## src/sv/running_median_filter_defines.svh

```systemverilog
// assertion helpers used by the running median filter sources
`ifndef RUNNING_MEDIAN_FILTER_DEFINES_SVH
`define RUNNING_MEDIAN_FILTER_DEFINES_SVH

// invariant that must hold at every clock edge outside reset
`define RMF_CHECK(label, expr, msg) \
  label: assert property (@(posedge clk) disable iff (rst) (expr)) \
    else $error(msg);

// condition that must hold in the cycle after a trigger
`define RMF_CHECK_NEXT(label, ante, cons, msg) \
  label: assert property (@(posedge clk) disable iff (rst) (ante) |=> (cons)) \
    else $error(msg);

`endif

```

## src/sv/rmf_pkg.sv

```systemverilog
package rmf_pkg;

  // age tags cover every cell of the largest supported chain
  localparam int AGE_W = 6;

  typedef struct packed {
    logic signed [15:0] sample;
    logic               start_of_seq;
    logic               end_of_seq;
  } in_item_t;

  typedef struct packed {
    logic signed [15:0] median;
    logic               last_of_run;
  } out_item_t;

  typedef struct packed {
    logic signed [15:0] val;
    logic [AGE_W-1:0]   age;
  } cell_state_t;

  // what a cell offers its neighbours: value, age after this shift, value <= new sample
  typedef struct packed {
    logic signed [15:0] val;
    logic [AGE_W-1:0]   age;
    logic               le;
  } cell_bus_t;

endpackage

```

## src/sv/rmf_cell.sv

```systemverilog
module rmf_cell #(
  parameter int INDEX = 0
) (
  input  logic                clk,
  input  logic                rst,
  input  logic                shift,
  input  logic signed [15:0]  sample,
  input  logic [3:0]          win_len,
  input  rmf_pkg::cell_bus_t  left,
  input  rmf_pkg::cell_bus_t  right,
  input  logic                rb_in,
  output logic                rb_out,
  output rmf_pkg::cell_bus_t  bus,
  output rmf_pkg::cell_state_t cur
);
  import rmf_pkg::*;

  logic [AGE_W-1:0] age_lim;
  logic             del;
  cell_bus_t        ck;
  cell_bus_t        ckm1;
  cell_state_t      cur_next;

  assign age_lim = AGE_W'(win_len);
  // the oldest window entry leaves on this shift
  assign del     = (cur.age == '0);
  assign rb_out  = rb_in | del;

  always_comb begin
    bus.val = cur.val;
    bus.le  = (cur.val <= sample);
    if (!del && (cur.age < age_lim)) begin
      bus.age = cur.age - AGE_W'(1);
    end else begin
      bus.age = cur.age;
    end
  end

  // entries k and k-1 of the chain once the oldest one has been taken out
  assign ck   = rb_out ? right : bus;
  assign ckm1 = rb_in ? bus : left;

  always_comb begin
    if (ck.le) begin
      cur_next.val = ck.val;
      cur_next.age = ck.age;
    end else if (ckm1.le) begin
      cur_next.val = sample;
      cur_next.age = AGE_W'(win_len - 4'd1);
    end else begin
      cur_next.val = ckm1.val;
      cur_next.age = ckm1.age;
    end
  end

  always_ff @(posedge clk) begin
    if (rst) begin
      cur.val <= '0;
      cur.age <= AGE_W'(INDEX);
    end else if (shift) begin
      cur <= cur_next;
    end
  end

endmodule

```

## src/sv/rmf_select.sv

```systemverilog
module rmf_select #(
  parameter int MAX_WINDOW = 15
) (
  input  rmf_pkg::cell_state_t cells [MAX_WINDOW],
  input  logic [MAX_WINDOW-1:0] active,
  input  logic [2:0]            half,
  output logic signed [15:0]    median
);
  import rmf_pkg::*;

  // the active cell with exactly half active cells below it in the sorted chain
  always_comb begin
    median = '0;
    for (int k = 0; k < MAX_WINDOW; k++) begin
      if (active[k] &&
          ($countones(active & ~({MAX_WINDOW{1'b1}} << k)) == int'(half))) begin
        median = median | cells[k].val;
      end
    end
  end

endmodule

```

## src/sv/running_median_filter.sv

```systemverilog
// Sliding-window median over signed 16-bit samples. The window lives in a chain of
// MAX_WINDOW cells kept in ascending order, each cell tagged with the age of its entry;
// one cycle shifts one sample in (the oldest entry leaves, the new one drops into its
// sorted place) and the median is read from the chain once that shift is registered. An
// item is taken, a start item then refills the window by shifting its sample in, the
// item's sample is shifted in once more, and an end item then runs flush shifts with
// its sample replicated; a median is read out after the main shift once enough of the
// run has gone in, and after each flush shift; readout waits while the output stalls.
// The next item is taken once the previous one has been fully worked off.
`include "running_median_filter_defines.svh"

module running_median_filter #(
  parameter int MAX_WINDOW = 15
) (
  input  logic               clk,
  input  logic               rst,
  input  logic               in_valid,
  output logic               in_stall,
  input  rmf_pkg::in_item_t  in_data,
  output logic               out_valid,
  input  logic               out_stall,
  output rmf_pkg::out_item_t out_data,
  input  logic               cfg_wr_en,
  input  logic [3:0]         cfg_wr_data
);
  import rmf_pkg::*;

  localparam logic [1:0] ST_IDLE = 2'd0;
  localparam logic [1:0] ST_RUN  = 2'd1;
  localparam logic [1:0] ST_EMIT = 2'd2;

  localparam cell_bus_t LEFT_EDGE  = '{val: '0, age: '0, le: 1'b1};
  localparam cell_bus_t RIGHT_EDGE = '{val: '0, age: '0, le: 1'b0};

  logic [1:0]         state;
  logic [3:0]         window_len;
  logic [3:0]         n_eff;
  logic [2:0]         half;
  logic [2:0]         pos;
  logic [2:0]         pos_base;
  logic [3:0]         fill_left;
  logic               main_pending;
  logic               main_emit;
  logic [2:0]         flush_left;
  logic               end_flag;
  logic               emit_last;
  logic signed [15:0] s_hold;
  logic               accept;
  logic               shift;
  logic               slot_free;
  logic               load_out;
  logic signed [15:0] median;

  cell_bus_t             bus       [MAX_WINDOW];
  cell_bus_t             left_bus  [MAX_WINDOW];
  cell_bus_t             right_bus [MAX_WINDOW];
  cell_state_t           cells     [MAX_WINDOW];
  logic [MAX_WINDOW:0]   rb;
  logic [MAX_WINDOW-1:0] active;
  logic [MAX_WINDOW-1:0] oldest;

  always_comb begin
    if (window_len == 4'd0) begin
      n_eff = 4'd1;
    end else if (int'(window_len) > MAX_WINDOW) begin
      n_eff = 4'(MAX_WINDOW);
    end else begin
      n_eff = window_len;
    end
  end

  assign half      = n_eff[3:1];
  assign in_stall  = (state != ST_IDLE);
  assign accept    = in_valid && !in_stall;
  assign shift     = (state == ST_RUN);
  assign slot_free = !out_valid || !out_stall;
  assign load_out  = (state == ST_EMIT) && slot_free;
  assign pos_base  = in_data.start_of_seq ? 3'd0 : pos;

  // cell chain
  assign rb[0] = 1'b0;

  for (genvar k = 0; k < MAX_WINDOW; k++) begin : g_cell
    if (k == 0) begin : g_lo
      assign left_bus[k] = LEFT_EDGE;
    end else begin : g_lo
      assign left_bus[k] = bus[k-1];
    end
    if (k == MAX_WINDOW - 1) begin : g_hi
      assign right_bus[k] = RIGHT_EDGE;
    end else begin : g_hi
      assign right_bus[k] = bus[k+1];
    end

    assign active[k] = (cells[k].age < AGE_W'(n_eff));
    assign oldest[k] = (cells[k].age == '0);

    rmf_cell #(
      .INDEX (k)
    ) u_cell (
      .clk     (clk),
      .rst     (rst),
      .shift   (shift),
      .sample  (s_hold),
      .win_len (n_eff),
      .left    (left_bus[k]),
      .right   (right_bus[k]),
      .rb_in   (rb[k]),
      .rb_out  (rb[k+1]),
      .bus     (bus[k]),
      .cur     (cells[k])
    );
  end

  rmf_select #(
    .MAX_WINDOW (MAX_WINDOW)
  ) u_select (
    .cells  (cells),
    .active (active),
    .half   (half),
    .median (median)
  );

  always_ff @(posedge clk) begin
    if (rst) begin
      window_len <= 4'd3;
    end else if (cfg_wr_en) begin
      window_len <= cfg_wr_data;
    end
  end

  always_ff @(posedge clk) begin
    if (rst) begin
      out_valid <= 1'b0;
    end else if (load_out) begin
      out_valid <= 1'b1;
    end else if (!out_stall) begin
      out_valid <= 1'b0;
    end
  end

  always_ff @(posedge clk) begin
    if (rst) begin
      state        <= ST_IDLE;
      pos          <= 3'd0;
      fill_left    <= 4'd0;
      main_pending <= 1'b0;
      main_emit    <= 1'b0;
      flush_left   <= 3'd0;
      end_flag     <= 1'b0;
      emit_last    <= 1'b0;
    end else begin
      case (state)
        ST_IDLE: begin
          if (accept) begin
            s_hold       <= in_data.sample;
            fill_left    <= in_data.start_of_seq ? n_eff : 4'd0;
            main_pending <= 1'b1;
            main_emit    <= (pos_base >= half);
            flush_left   <= in_data.end_of_seq ? half : 3'd0;
            end_flag     <= in_data.end_of_seq;
            if (in_data.end_of_seq) begin
              pos <= 3'd0;
            end else if (pos_base < half) begin
              pos <= pos_base + 3'd1;
            end else begin
              pos <= half;
            end
            state <= ST_RUN;
          end
        end
        ST_RUN: begin
          if (fill_left != 4'd0) begin
            fill_left <= fill_left - 4'd1;
          end else if (main_pending) begin
            main_pending <= 1'b0;
            if (main_emit) begin
              emit_last <= end_flag && (half == 3'd0);
              state     <= ST_EMIT;
            end else if (flush_left == 3'd0) begin
              state <= ST_IDLE;
            end
          end else begin
            // flush step with the last sample replicated
            flush_left <= flush_left - 3'd1;
            emit_last  <= (flush_left == 3'd1);
            state      <= ST_EMIT;
          end
        end
        ST_EMIT: begin
          if (slot_free) begin
            out_data.median      <= median;
            out_data.last_of_run <= emit_last;
            state                <= (flush_left != 3'd0) ? ST_RUN : ST_IDLE;
          end
        end
        default: begin
          state <= ST_IDLE;
        end
      endcase
    end
  end

  `RMF_CHECK(a_one_oldest, $onehot(oldest), "age tags lost the single oldest entry")
  `RMF_CHECK(a_oldest_seen, rb[MAX_WINDOW], "removal chain found no oldest entry")
  `RMF_CHECK(a_window_fill, $countones(active) == int'(n_eff), "active cells off length")
  `RMF_CHECK_NEXT(a_item_works, accept, state == ST_RUN, "accepted item did not start shifting")

endmodule
```

## config.mk

```make
export PLATFORM = sky130hd
export DESIGN_NAME = running_median_filter
export DESIGN_NICKNAME = d
export VERILOG_FILES = /design/src/sv/rmf_pkg.sv /design/src/sv/rmf_cell.sv /design/src/sv/rmf_select.sv /design/src/sv/running_median_filter.sv
export VERILOG_INCLUDE_DIRS = /design/src /design/src/sv
export SDC_FILE = /design/constraint.sdc
export NUM_CORES = 2
export LEC_CHECK = 0
export ABC_AREA = 1
export BUFFER_PORTS_ARGS = -buffer_cell sky130_fd_sc_hd__buf_4
export CAP_MARGIN = 20
export CORE_ASPECT_RATIO = 1.1
export CORE_MARGIN = 2
export CORE_UTILIZATION = 65
export DETAILED_ROUTE_END_ITERATION = 16
export PLACE_DENSITY = 0.86
export RECOVER_POWER = 50
export SYNTH_ARGS = -nofsm -noshare
export SYNTH_HDL_FRONTEND = slang
export SYNTH_SLANG_ARGS = --single-unit
```

## constraint.sdc

```tcl
create_clock -name clk -period 13.8 [get_ports clk]
set_input_delay 2.76 -clock clk [delete_from_list [all_inputs] [get_ports clk]]
set_output_delay 2.76 -clock clk [all_outputs]
set_load 0.05 [all_outputs]
```

# Word-level counts from Yosys, hierarchy flattened

Cells that the tools add are included.

Register bits after elaboration: 384
Output and inout bits: 19

Muxes and demuxes: 102
Add/sub/neg operators: 44
Reductions and logical operators: 85
Order comparisons: 32
Equal/unequal tests: 26
Bitwise logic cells: 30

Operators by type and width:

| cell                                                               | count |
|---|---|
| 22-bit two-way mux                                                 | 29 |
| 32-bit by 4-bit equality test with 1-bit output                    | 13 |
| 32-bit adder                                                       | 11 |
| 23-bit two-way mux                                                 | 15 |
| 16-bit <= comparator                                               | 15 |
| 16-bit two-way mux                                                 | 15 |
| 16-bit bitwise OR                                                  | 14 |
| 32-bit by 1-bit adder with 32-bit output                           | 6 |
| 6-bit logical NOT                                                  | 15 |
| 6-bit by 4-bit < comparator with 1-bit output                      | 15 |
| 6-bit two-way mux                                                  | 15 |
| 6-bit by 1-bit subtractor with 6-bit output, second input constant | 15 |
| 1-bit logical AND                                                  | 33 |
| 32-bit by 2-bit adder with 32-bit output                           | 1 |
| 32-bit logical NOT                                                 | 1 |
| 3-bit two-way mux                                                  | 7 |
| 1-bit logical NOT                                                  | 18 |
| 4-bit two-way mux                                                  | 4 |
| 3-bit AND reduction                                                | 5 |
| 1-bit by 1-bit adder with 2-bit output                             | 7 |
| 1-bit bitwise OR                                                   | 14 |
| 2-bit two-way mux                                                  | 6 |
| 2-bit inequality test, second input constant                       | 5 |
| 4-bit case mux with 2 select lines                                 | 1 |
| other kinds (26)                                                   | 39 |

# Longest topological paths before layout

Depth in word-level cells: 33
Gate-level depth with buffers: 32
Mapped depth without buffers: 30

# By module

From an unflattened synthesis, not the netlist that was laid out.

Cell total of the unflattened synthesis: 7515
Area, all modules: 44861.8 um^2

By module, submodules not included:

| module                        | area an instance (um^2) | times used | sequential area each (um^2) | cells each |
|---|---|---|---|---|
| rmf_select                    | 4132.7                  | 1          | 0.0                         | 761 |
| running_median_filter         | 3414.5                  | 1          | 1411.4                      | 380 |
| rmf_cell at g_cell[2].u_cell  | 2518.7                  | 1          | 440.4                       | 426 |
| rmf_cell at g_cell[3].u_cell  | 2508.7                  | 1          | 440.4                       | 424 |
| rmf_cell at g_cell[0].u_cell  | 2506.2                  | 1          | 440.4                       | 426 |
| rmf_cell at g_cell[1].u_cell  | 2502.4                  | 1          | 440.4                       | 425 |
| rmf_cell at g_cell[7].u_cell  | 2499.9                  | 1          | 440.4                       | 425 |
| rmf_cell at g_cell[5].u_cell  | 2496.1                  | 1          | 440.4                       | 426 |
| rmf_cell at g_cell[4].u_cell  | 2488.6                  | 1          | 440.4                       | 427 |
| rmf_cell at g_cell[10].u_cell | 2484.9                  | 1          | 440.4                       | 424 |
| rmf_cell at g_cell[11].u_cell | 2481.1                  | 1          | 440.4                       | 423 |
| rmf_cell at g_cell[6].u_cell  | 2479.9                  | 1          | 440.4                       | 427 |
| rmf_cell at g_cell[8].u_cell  | 2474.9                  | 1          | 440.4                       | 424 |
| rmf_cell at g_cell[14].u_cell | 2471.1                  | 1          | 440.4                       | 425 |
| 3 more rows                   | n/a                     | n/a        | n/a                         | n/a |

# Worst setup path after synthesis

Ideal clock, no wire load.

Path kind: register -> register
From: register window_len[2]
To: register out_data[5] (netlist name), data pin
Setup time: 0.269 ns
Buffers on the path: 3
Arrival time: 6.084 ns
Setup slack: 7.447 ns
Period minus slack after synthesis: 6.353 ns
Stages on the path, launching flop included: 24
Path through: dfxtp_1 -> buf_2 -> buf_1 -> inv_1 -> ha_1 -> a2111oi_0 -> nand2_1 -> inv_1 -> ha_1 -> ha_1 -> fa_1 -> fa_1 -> ha_1 -> fa_1 -> fa_1 -> a21boi_0 -> nor2_1 -> xnor2_1 -> nor4_1 -> nand2_1 -> clkbuf_1 -> o21ai_0 -> nor4_1 -> nand3_1

Cells in the longest elaborated chain, start to end: 33
Elaborated cells on any way between the ends: 101
Classes of those cells: 25 x add/sub; 15 x order compare; 14 x eq/ne; 16 x mux; 14 x bitwise; 17 x reduce/logical

RTL lines:

| element                                                               | line                         | text |
|---|---|---|
| from (decl)                                                           | running_median_filter.sv:36  | `logic [3:0] window_len;` |
| from (signal assigned)                                                | running_median_filter.sv:128 | `window_len <= cfg_wr_data;` |
| 4-bit logical NOT                                                     | running_median_filter.sv:63  | `if (window_len == 4'd0) begin` |
| 4-bit two-way mux (*)                                                 | running_median_filter.sv:63  |  |
| parallel branches: the longest is 30 deep, another holds 32-bit adder | n/a                          |  |
| 16-bit two-way mux (*)                                                | rmf_select.sv:15             | `if (active[k] &&` |
| via median[4]                                                         | running_median_filter.sv:52  | `logic signed [15:0] median;` |
| to (decl)                                                             | running_median_filter.sv:22  | `output rmf_pkg::out_item_t out_data,` |

Mark *: on every way through the listed nets, which the timed path passes.
A chain may end at the register's enable or synchronous reset.

# Worst setup path after layout

From: input port rst
To: register out_data[12] (netlist name), enable pin

Cells in the longest elaborated chain, start to end: 2

RTL lines:

| element                              | line                        | text |
|---|---|---|
| from (decl)                          | running_median_filter.sv:16 | `input logic rst,` |
| 1-bit inverter (no source line)      | n/a                         |  |
| 3-bit AND reduction (no source line) | n/a                         |  |

No other way between the ends.

==> flow_summary.ini <==
[clock_network]
postCtsSetupBuffers = 0
ctsHoldBuffers = 0
root_buffer = clkbuf_16
cts_buffers = 47
post_cts_resized = 0
clock_latency_ns = 0.62
numClockSinks = 384
cts_tree = yes
clkTransAtPathRegs_ns = 0.07
htreeDepth = 2
clk_path_buf_depth = 3

[sta]
worst_slew_pin_slew_ns = 3.76
min_period_ns = 10.57
max_slew_margin = -1.51
hold_viol_final = 0
setup_ws_ns = 3.23
grt_setup_unrepaired = no
setup_tns_ns = 0
setup_viol = 0
skew_ns = 0.0311
period_share = 0.766
max_freq_ghz = 0.0946
slew_violations = 346

[place]
gp_congestion = 1.05
numPortBuffers = 45
dp.cells = 5971
place_hpwl_um = 94200
place_ws_ns = 5.91

[run]
drv_cap = 8

[worst_setup_path]
crit_path_start_kind = input pin
crit_path_end_kind = register
path_class = input pin to register
path_max_fanout = 112
arrival_ns = 10.71
crit_required_ns = 13.94

[yosys]
synth_area_mm2 = 0.0346
synth_edf_count = 33
synth_top_area_frac = 0.203
synth_cell_types = 52
synthCells = 5508
async_flop_share = 0
synth-seq-cells = 384
synth_top_flop_cell = dfxtp_1
ys_seq_area_frac = 0.232
synth_area_leaders = dfxtp_1 20%, nand2_1 15%, ha_1 12%
synth_nets = 5886
ys_warn_count = 0
yosysTopAreaCell = dfxtp_1
avgSynthCellArea_um2 = 6.28

[run_status]
violations = max-capacitance violations, max-slew violations
status = complete, but fails checks

[final_layout]
syn_to_final_growth_pct = 5.63
fin_nets = 5723
post-route-util = 0.696
fin_cells = 6061
drive_gt1_frac = 0.0450

[grt]
overflow = 0
grt_usage = 0.485
grt_pass1_vias = 35808
grt_pass1_wl_um = 209000
antenna_found_initial = 9
grt_max_degree = 209

[floorplan]
die_area_mm2 = 0.0551
rows = 88
core_mm2 = 0.0525
die_y_um = 246
start_util = 0.659
ios = 46
die_x_um = 224

[detailed_routing]
drt_iter0_drc = 6595
vias = 39879
post_drt_via_cell_ratio = 6.58
ant_nets = 0
routedWlPerCell_um = 22.5
wirelength_um = 137000
first_pass_iters = 8
drc = 0

[worst_hold_path]
min-delay-path-class = register to register
[worst paths after layout]
check / start / end / depth (start not counted) / slack (ns)
worst max-delay path: rst / out_data[12] / 6 / 3.23
worst min-delay path: pos[1] / pos[1] / 2 / 0.47
worst max register to register: window_len[2] / out_data[8] / 25 / 5.76
worst min register to register: pos[1] / pos[1] / 2 / 0.47
[critical path: stages]
cell and delay, ns:
clkbuf_1 1.51, clkinvlp_2 3.91, clkbuf_1 1.46, nand2_1 0.31, nor2_2 0.06, clkbuf_1 0.61
[sequential cells by signal, summed over array words and instances, names as in the netlist, 2 cells and up]
signal             flops
g_cell.u_cell.bus    240
g_cell.u_cell.cur     90
out_data              17
s_hold                16
fill_left              4
window_len             4
flush_left             3
pos                    3
state                  2
[logic make-up after synthesis]
kind of cell,synth area share
adder cells (fa/ha/maj),0.131
XOR/XNOR,0.0137
flip-flops,0.232
buffers and inverters,0.0930
AND/OR/NAND/NOR,0.270
multiplexers,0.00550
AO/OA/AOI/OAI,0.255
[cells in the final DEF, fill, tap and decap left out, types with 7 or more instances in the layout]
cell type,netlist,routed
a2111oi_0,9,9
a211oi_1,21,21
a21oi_1,536,536
a221oi_1,12,12
a31oi_1,66,66
buf_4,5,60
clkbuf_1,249,34
clkbuf_16,0,48
clkbuf_4,0,16
clkbuf_8,0,7
clkinv_1,16,17
clkinv_2,0,7
dfxtp_1,351,351
edfxtp_1,33,33
fa_1,18,18
ha_1,333,333
inv_1,483,481
inv_2,15,15
mux2i_1,19,19
nand2_1,1372,1365
nand2_2,4,11
nand3_1,311,311
nand4_1,57,57
nor2_1,398,395
nor3_1,26,25
nor4_1,13,13
o2111ai_1,7,7
o211ai_1,114,114
o21a_1,13,13
o21ai_0,707,707
o21ai_1,82,81
o21bai_1,10,10
o221ai_1,7,7
o22ai_1,28,28
or2_2,35,35
xnor2_1,21,21
xor2_1,33,33
[area by class of cell]
cell class,count,area (µm²)
Timing Repair Buffer,106,699
Clock buffer,61,1320
Tap cell,675,845
Clock inverter,23,300
Multi-Input combinational cell,4292,23400
Sequential cell,384,8020
Inverter,514,1940
Antenna cell,6,15.0
Fill cell,4822,16000
[metal layers]
metal,global-route usage,routed length (µm),share of wire
met4,0.301,9750,0.071
met2,0.695,54500,0.40
met5,0,65,0.00048
met3,0.143,20700,0.15
met1,0.637,51600,0.38
[synthesized netlist by cell type, types with 21 or more instances]
master    instances
nand2_1        1372
o21ai_0         707
a21oi_1         536
inv_1           483
nor2_1          398
dfxtp_1         351
ha_1            333
nand3_1         311
clkbuf_1        249
o211ai_1        114
o21ai_1          82
a31oi_1          66
nand4_1          57
buf_2            35
or2_2            35
edfxtp_1         33
xor2_1           33
o22ai_1          28
nor3_1           26
buf_1            25
a211oi_1         21
xnor2_1          21
[per-stage QoR]
| stage | hold slack [ns] | area [µm²] |
|---|---|---|
| floorplan | 0.403 | 34600 |
| global placement | 0.453 | 35000 |
| detailed placement | 0.455 | 35000 |
| CTS | 0.465 | 36600 |
| global route | 0.487 | 36500 |
| finish | 0.466 | 36500 |
Power is left out: the tool's default activity adds up to more than one toggle a clock period on the data nets, which glitch-free logic cannot reach.
